File: src/rtl/sabc_pkg.sv
// Shared constants, types and helpers for the summed-area box counter.
package sabc_pkg;

  localparam int MAX_ROWS   = 256;
  localparam int MAX_COLS   = 256;
  localparam int NUM_IMAGES = 4;

  localparam int DEPTH  = NUM_IMAGES * MAX_ROWS * MAX_COLS;
  localparam int ADDR_W = $clog2(DEPTH);
  localparam int ROW_W  = $clog2(MAX_ROWS);
  localparam int COL_W  = $clog2(MAX_COLS);
  localparam int RSZ_W  = $clog2(MAX_ROWS + 1);
  localparam int CSZ_W  = $clog2(MAX_COLS + 1);

  localparam int CFG_W     = 9;
  localparam int CFG_IDX_W = 2;
  localparam int IMGS_W    = 3;
  localparam int IMG_W     = 2;
  localparam int CRD_W     = 12;
  localparam int TBL_W     = 17;
  localparam int RC_W      = 9;

  localparam logic CMD_LOAD  = 1'b0;
  localparam logic CMD_QUERY = 1'b1;

  localparam logic [CFG_IDX_W-1:0] CFG_ROWS = 2'd0;
  localparam logic [CFG_IDX_W-1:0] CFG_COLS = 2'd1;
  localparam logic [CFG_IDX_W-1:0] CFG_IMGS = 2'd2;

  typedef enum logic [3:0] {
    ST_IDLE,
    ST_L_RD,
    ST_L_WR,
    ST_Q_PREP,
    ST_Q_REJ,
    ST_Q_A0,
    ST_Q_A1,
    ST_Q_A2,
    ST_Q_A3,
    ST_Q_ACC
  } state_t;

  // controller -> datapath
  typedef struct packed {
    logic       accept;
    logic       q_prep;
    logic       rd_en;
    logic [1:0] rd_sel;
    logic       acc_en;
    logic [1:0] acc_sel;
    logic       ld_rd;
    logic       ld_wr;
    logic       emit;
    logic       emit_rej;
  } ctl_t;

  // datapath -> controller
  typedef struct packed {
    logic is_query;
    logic ld_ok;
    logic q_reject;
  } sts_t;

  function automatic logic [ADDR_W-1:0] tbl_addr(input logic [IMG_W-1:0] img,
                                                 input logic [ROW_W-1:0] row,
                                                 input logic [COL_W-1:0] col);
    return ADDR_W'((32'(img) * MAX_ROWS + 32'(row)) * MAX_COLS + 32'(col));
  endfunction

endpackage

File: src/rtl/sabc_ctrl.sv
// Controller state machine sequencing loads and four-read queries.
module sabc_ctrl (
  input  logic           clk,
  input  logic           rst_n,
  input  logic           start,
  output logic           busy,
  input  sabc_pkg::sts_t sts,
  output sabc_pkg::ctl_t ctl
);
  import sabc_pkg::*;

  state_t state_r, state_nxt;

  always_ff @(posedge clk) begin
    if (!rst_n) begin
      state_r <= ST_IDLE;
    end else begin
      state_r <= state_nxt;
    end
  end

  always_comb begin
    state_nxt = state_r;
    case (state_r)
      ST_IDLE: begin
        if (start) begin
          if (sts.is_query) state_nxt = ST_Q_PREP;
          else if (sts.ld_ok) state_nxt = ST_L_RD;
        end
      end
      ST_L_RD:   state_nxt = ST_L_WR;
      ST_L_WR:   state_nxt = ST_IDLE;
      ST_Q_PREP: state_nxt = sts.q_reject ? ST_Q_REJ : ST_Q_A0;
      ST_Q_REJ:  state_nxt = ST_IDLE;
      ST_Q_A0:   state_nxt = ST_Q_A1;
      ST_Q_A1:   state_nxt = ST_Q_A2;
      ST_Q_A2:   state_nxt = ST_Q_A3;
      ST_Q_A3:   state_nxt = ST_Q_ACC;
      ST_Q_ACC:  state_nxt = ST_IDLE;
      default:   state_nxt = ST_IDLE;
    endcase
  end

  always_comb begin
    ctl  = '0;
    busy = 1'b1;
    case (state_r)
      ST_IDLE: begin
        busy       = 1'b0;
        ctl.accept = start;
      end
      ST_L_RD:   ctl.ld_rd = 1'b1;
      ST_L_WR:   ctl.ld_wr = 1'b1;
      ST_Q_PREP: ctl.q_prep = 1'b1;
      ST_Q_REJ:  ctl.emit_rej = 1'b1;
      ST_Q_A0: begin
        ctl.rd_en  = 1'b1;
        ctl.rd_sel = 2'd0;
      end
      ST_Q_A1: begin
        ctl.rd_en   = 1'b1;
        ctl.rd_sel  = 2'd1;
        ctl.acc_en  = 1'b1;
        ctl.acc_sel = 2'd0;
      end
      ST_Q_A2: begin
        ctl.rd_en   = 1'b1;
        ctl.rd_sel  = 2'd2;
        ctl.acc_en  = 1'b1;
        ctl.acc_sel = 2'd1;
      end
      ST_Q_A3: begin
        ctl.rd_en   = 1'b1;
        ctl.rd_sel  = 2'd3;
        ctl.acc_en  = 1'b1;
        ctl.acc_sel = 2'd2;
      end
      ST_Q_ACC: begin
        ctl.acc_en  = 1'b1;
        ctl.acc_sel = 2'd3;
        ctl.emit    = 1'b1;
      end
      default: busy = 1'b1;
    endcase
  end

`ifndef SYNTHESIS
  a_acc_after_reads: assert property (@(posedge clk) disable iff (!rst_n)
    (state_r == ST_Q_ACC) |-> ($past(state_r) == ST_Q_A3))
    else $error("accumulate step without full read sequence");

  a_write_after_read: assert property (@(posedge clk) disable iff (!rst_n)
    (state_r == ST_L_WR) |-> ($past(state_r) == ST_L_RD))
    else $error("table write without preceding above read");

  a_port_excl: assert property (@(posedge clk) disable iff (!rst_n)
    $onehot0({ctl.emit, ctl.emit_rej, ctl.ld_wr, ctl.accept}))
    else $error("conflicting datapath commands");

  a_reject_path: assert property (@(posedge clk) disable iff (!rst_n)
    (state_r == ST_Q_REJ) |-> ($past(state_r) == ST_Q_PREP))
    else $error("reject emitted outside query check");
`endif

endmodule
File: config.mk
export PLATFORM = sky130hd
export DESIGN_NAME = sabc_ctrl
export DESIGN_NICKNAME = d
export VERILOG_FILES = /design/src/rtl/sabc_pkg.sv /design/src/rtl/sabc_ctrl.sv
export SDC_FILE = /design/constraint.sdc
export NUM_CORES = 1
export LEC_CHECK = 0
export BUFFER_PORTS_ARGS = -buffer_cell sky130_fd_sc_hd__clkbuf_2
export CAP_MARGIN = 5
export CORE_AREA = 2 2 39 41
export DETAILED_ROUTE_END_ITERATION = 6
export DIE_AREA = 0 0 41 43
export PLACE_DENSITY = 0.63
export SYNTH_ARGS = -nofsm -noshare
export SYNTH_HDL_FRONTEND = slang
export SYNTH_SLANG_ARGS = --single-unit
export TNS_END_PERCENT = 20
File: constraint.sdc
create_clock -name clk -period 1.5 [get_ports clk]
set_input_delay 0.15 -clock clk [delete_from_list [all_inputs] [get_ports clk]]
set_output_delay 0.15 -clock clk [all_outputs]
set_load 0.005 [all_outputs]
; Word level (Yosys, flattened, before mapping)
; Index checks and enable logic that the tools add are counted.
[word_totals]
regBits = 4
memories = 0
ram_bits = 0
output_inout_bits = 13
wordCells = 28
romBits = 0
latchBits = 0
[classes]
n_eq_ne = 11
multipliers = 0
shifts = 0
bitwise = 0
div_mod_pow = 0
mux = 14
n_reduce_logical = 2
n_lt_le_gt_ge = 0
n_addsub = 0
[op_table]
columns = operator, n
row1 = case mux 4 bit (7 select lines), 1
row2 = case mux 3 bit (4 select lines), 2
row3 = "== test 4 x 3 -> 1 bit, second input constant", 4
row4 = two-way mux 4 bit, 3
row5 = "== test 4 x 2 -> 1 bit, second input constant", 2
row6 = "== test 4 bit, second input constant", 2
row7 = two-way mux 1 bit, 8
row8 = "== test 4 x 1 -> 1 bit, second input constant", 1
row9 = zero test 4 bit, 1
row10 = "inequality test 3 bit, second input constant", 1
row11 = "inequality test 2 bit, second input constant", 1
row12 = AND reduction 2 bit, 1

; Logic depth before layout (Yosys ltp)
[logic_depth]
ltp_word = 4
mapped_depth = 4
mapped_depth_nobuf = 3

; Least setup slack after synthesis
; OpenSTA, ideal clock, no wires.
[synth_timing]
path_kind = reg2reg
startpoint = register state_r[0]
endpoint = register state_r[1]
period_less_slack_ns = 1.251
t_arrival_ns = 1.129
stages_incl_launch_ff = 4
path_buffers = 0
t_required_ns = 1.378
path_slack_ns = 0.249
path_cell_list = dfxtp_1 -> or4_4 -> o21ai_4 -> a211oi_1
[synth_between]
elab_chain_len = 3
elab_cells_between_ends = 11
cone_classes = eq/ne: 8 / mux: 1 / reduce/logical: 2
[synth_lines]
columns = item, line
row1 = "start, declared", sabc_ctrl.sv:12  ; state_t state_r, state_nxt;
row2 = "start signal, assigned", sabc_ctrl.sv:18  ; state_r <= state_nxt;
row3 = zero test 4 bit, sabc_ctrl.sv:24  ; case (state_r)
row4 = inequality test 3 bit (no line) / inequality test 2 bit (equally long branches), n/a
row5 = AND reduction 2 bit (no line), n/a
; Several ways; a longest one is shown, not always the timed one.
; A chain may end at the register's enable or synchronous reset.

==> metrics.md <==
| Metric | Value |
|---|---|
| CTS Buf Count | 3 |
| CTS sink count | 4 |
| Worst hold start | rst_n |
| Final hold viol count | 0 |
| Hold Crit Depth | 3 |
| Clock power frac | 26.7% |
| Max-slew headroom | 82.2% |
| Startpoint types | flop |
| Die Span X | 41 um |
| First-pass GRT wire length | 1420 um |
| Worst Tran Pin Value | 0.263 ns |
| Pint | 0.326 mW |
| Worst R2R Path Depth | 3 |
| Die height | 43 um |
| Status | finished, violations left |
| Die area | 1760 sq um |
| Net count after synthesis | 52 |
| Arrival @ worst endpoint | 1.35 ns |
| Commonest non-fill, non-tap cell in the layout | clkbuf_2 |
| Net Sw Power | 0.147 mW |
| Vias per cell | 4.60 |
| Area leader, netlist | dfxtp_1 |
| Failing checks | setup timing |
| Fin crit share | 100% |
| PD cells | 829 nW/um^2 |
| Vias in the first global route | 356 |
| Syn avg cell area | 8.08 sq um |
| Setup TNS | -0.00447 ns |
| IO buf count | 18 |
| Non-Filler Instances | 89 |
| Max FFs per register | 4 |
| Layout cells sized above 1 | 58.9% |
| VDD IR max | 0.360 mV |
| Largest register by flop count | state_r |
| CP required | 1.35 ns |
| Top Registers | state_r x4 |
| DP HPWL | 663 um |
| Max-slew violation count | 0 |
| Core Area | 1380 sq um |
| Cells after Synth | 46 |
| Reg-to-reg startpoint | state_r[3] |
| Commonest cells after routing, fill and taps aside | clkbuf_2 (14), buf_4 (10), nor2_1 (4), buf_2 (4), dfxtp_4 (4) |
| Largest net degree at the start of global routing | 15 |
| Crit-path max FO | 9 |
| Top cell type's share of synthesized area | 21.5% |
| First-pass DRT Iterations | 2 |
| Worst Hold Class | in2reg |
| Global-route usage over all layers | 11.5% |
| LEAKAGE | 0.285 nW |
| RSZ-0062 raised after global routing | yes |
| RR Endpoint | state_r[1] |
| Worst Hold Endpoint | state_r[0] |
| Worst setup EP type | primary output |
| Reg area | 95.1 sq um |
| Effective utilization at floorplan | 26.9% |
| Yosys warns | 0 |
| # rows | 14 |
| Nets@finish | 81 |
| Synthesized flop and latch total | 4 |
| Detail Route Antenna Nets | 0 |
| Overall Power | 0.473 mW |
| DRC | 0 |
| Initial drt markers | 2 |
| Sw Share | 31.1% |
| Final setup margin | -0.00447 ns |
| Share of power burned in registers | 28.5% |
| FILL cells | 153 |
| Multi-input gate area | 264 sq um |
| Routed WL | 985 um |
| Final setup viols | 1 |
| CTS tree | built |
| Crit path kind | reg2out |
| Area delta synth->final | 53.5% |
| Synth top area cells | dfxtp_1 (22%), buf_6 (6.1%), or4_4 (6.1%) |
| Flop2flop setup slack | 0.19 ns |
| H-tree depth | 1 |
| Dpl cells | 80 |
| Sequential fraction of the synthesis area | 21.5% |
| Comb power frac | 44.8% |
| Skew final | 0.00346 ns |
| Io pins | 19 |
| Library cells used by synthesis | 28 |
| Routability cong. | 0.713 |
| GRT Residual Overflow | 0 |
| Max Buffers Root-to-Sink | 2 |
| Clock root buffer | clkbuf_4 |
| Fmax | 0.665 GHz |
| Latest clock arrival within the worst-skew pair | 0.23 ns |
| Clock slew seen by the registers of the worst setup and hold paths | 0.04 ns |
| Post-layout min period | 1.50 ns |
| Max-cap violations | 0 |
| Total vias in the final route | 409 |
| Initial antenna violation count | 0 |
| Drt wl/cell | 11.1 um |
| N_diodes | 0 |
| Synthesized area | 372 sq um |
## routing by layer
layer  GRT usage, %  vias up  wire length, um
li1               -      219                -
met3           1.57        0               43
met1           14.1      180              418
met2           18.4       10              523
met4           6.00        0                0
met5              0        -                0
## through the flow
stage / util (%) / setup WS (ns) / instance area (sq um) / hold WS [ns]
3_5_place_dp: 34.7 / 0.110 / 480 / 0.426
4_1_cts: 37.9 / -0.0400 / 524 / 0.168
2_1_floorplan: - / 0.249 / 372 / 0.279
6_report: 41.2 / -0.00447 / 571 / 0.176
5_1_grt: 41.2 / -0.0319 / 571 / 0.200
3_3_place_gp: 34.7 / 0.109 / 480 / 0.432
## final cells by class
| cell class | instances | area share, % |
|---|---|---|
| clock buffers | 3 | 3.95 |
| inverters | 1 | 0.658 |
| flip-flops and latches | 4 | 16.7 |
| multi-input cells | 37 | 46.3 |
| repair buffers | 28 | 28.9 |
| well taps | 16 | 3.51 |
## power by group through the flow
stage / registers, mW / logic (mW) / clock network [mW]
2_1_floorplan: 0.130 / 0.126 / 0
3_3_place_gp: 0.146 / 0.167 / 0
3_5_place_dp: 0.146 / 0.168 / 0
4_1_cts: 0.144 / 0.184 / 0.136
5_1_grt: 0.136 / 0.233 / 0.136
6_report: 0.135 / 0.212 / 0.126
## critical path, cell delays in order (launching register included)
cell and delay [ns]:
dfxtp_4 0.36, or4_4 0.55, nor2_1 0.10, buf_2 0.11
## what timing repair did
action / CTS / global route
hold buffers: 0 / 0
endpoints found under the setup margin: 7 / 6
pin swaps: 2 / 2
cloned: 0 / 0
endpoints found under the hold margin: 0 / 0
resized for setup: 9 / 7
buffers inserted: 1 / 5
## synth_stat cells
cell type  number
o21bai_1        1
buf_6           2
inv_1           1
o21a_1          1
nand3b_1        2
nor2_1          4
or2b_1          1
nand2_1         2
or4b_1          1
nand2b_1        3
a21o_1          1
o21ai_4         1
o21ai_0         2
o21ai_2         1
nor3_1          3
a211oi_1        1
buf_2           1
a21oi_1         2
a211oi_2        1
nor4b_1         1
clkbuf_1        1
xor2_1          1
and2_1          1
or4_4           2
nor2b_1         3
or2_2           1
dfxtp_1         4
o22a_1          1
## how the worst max path moves through the flow
stage               startpoint    endpoint  depth (start not counted)
global placement    state_r[1]  state_r[1]                          3
detailed placement  state_r[1]  state_r[1]                          3
global route        state_r[3]     ctl[11]                          3
finish              state_r[3]     ctl[11]                          3
CTS                 state_r[0]     ctl[11]                          3
floorplan           state_r[0]  state_r[1]                          3
## cells by family after synthesis
| group | synth area share (%) |
|---|---|
| xor+xnor | 2.36 |
| buf+inv | 9.42 |
| simple gates | 40.7 |
| flops | 21.5 |
| compound gates | 25.9 |
Note: power is estimated with default switching activity, not from simulation.
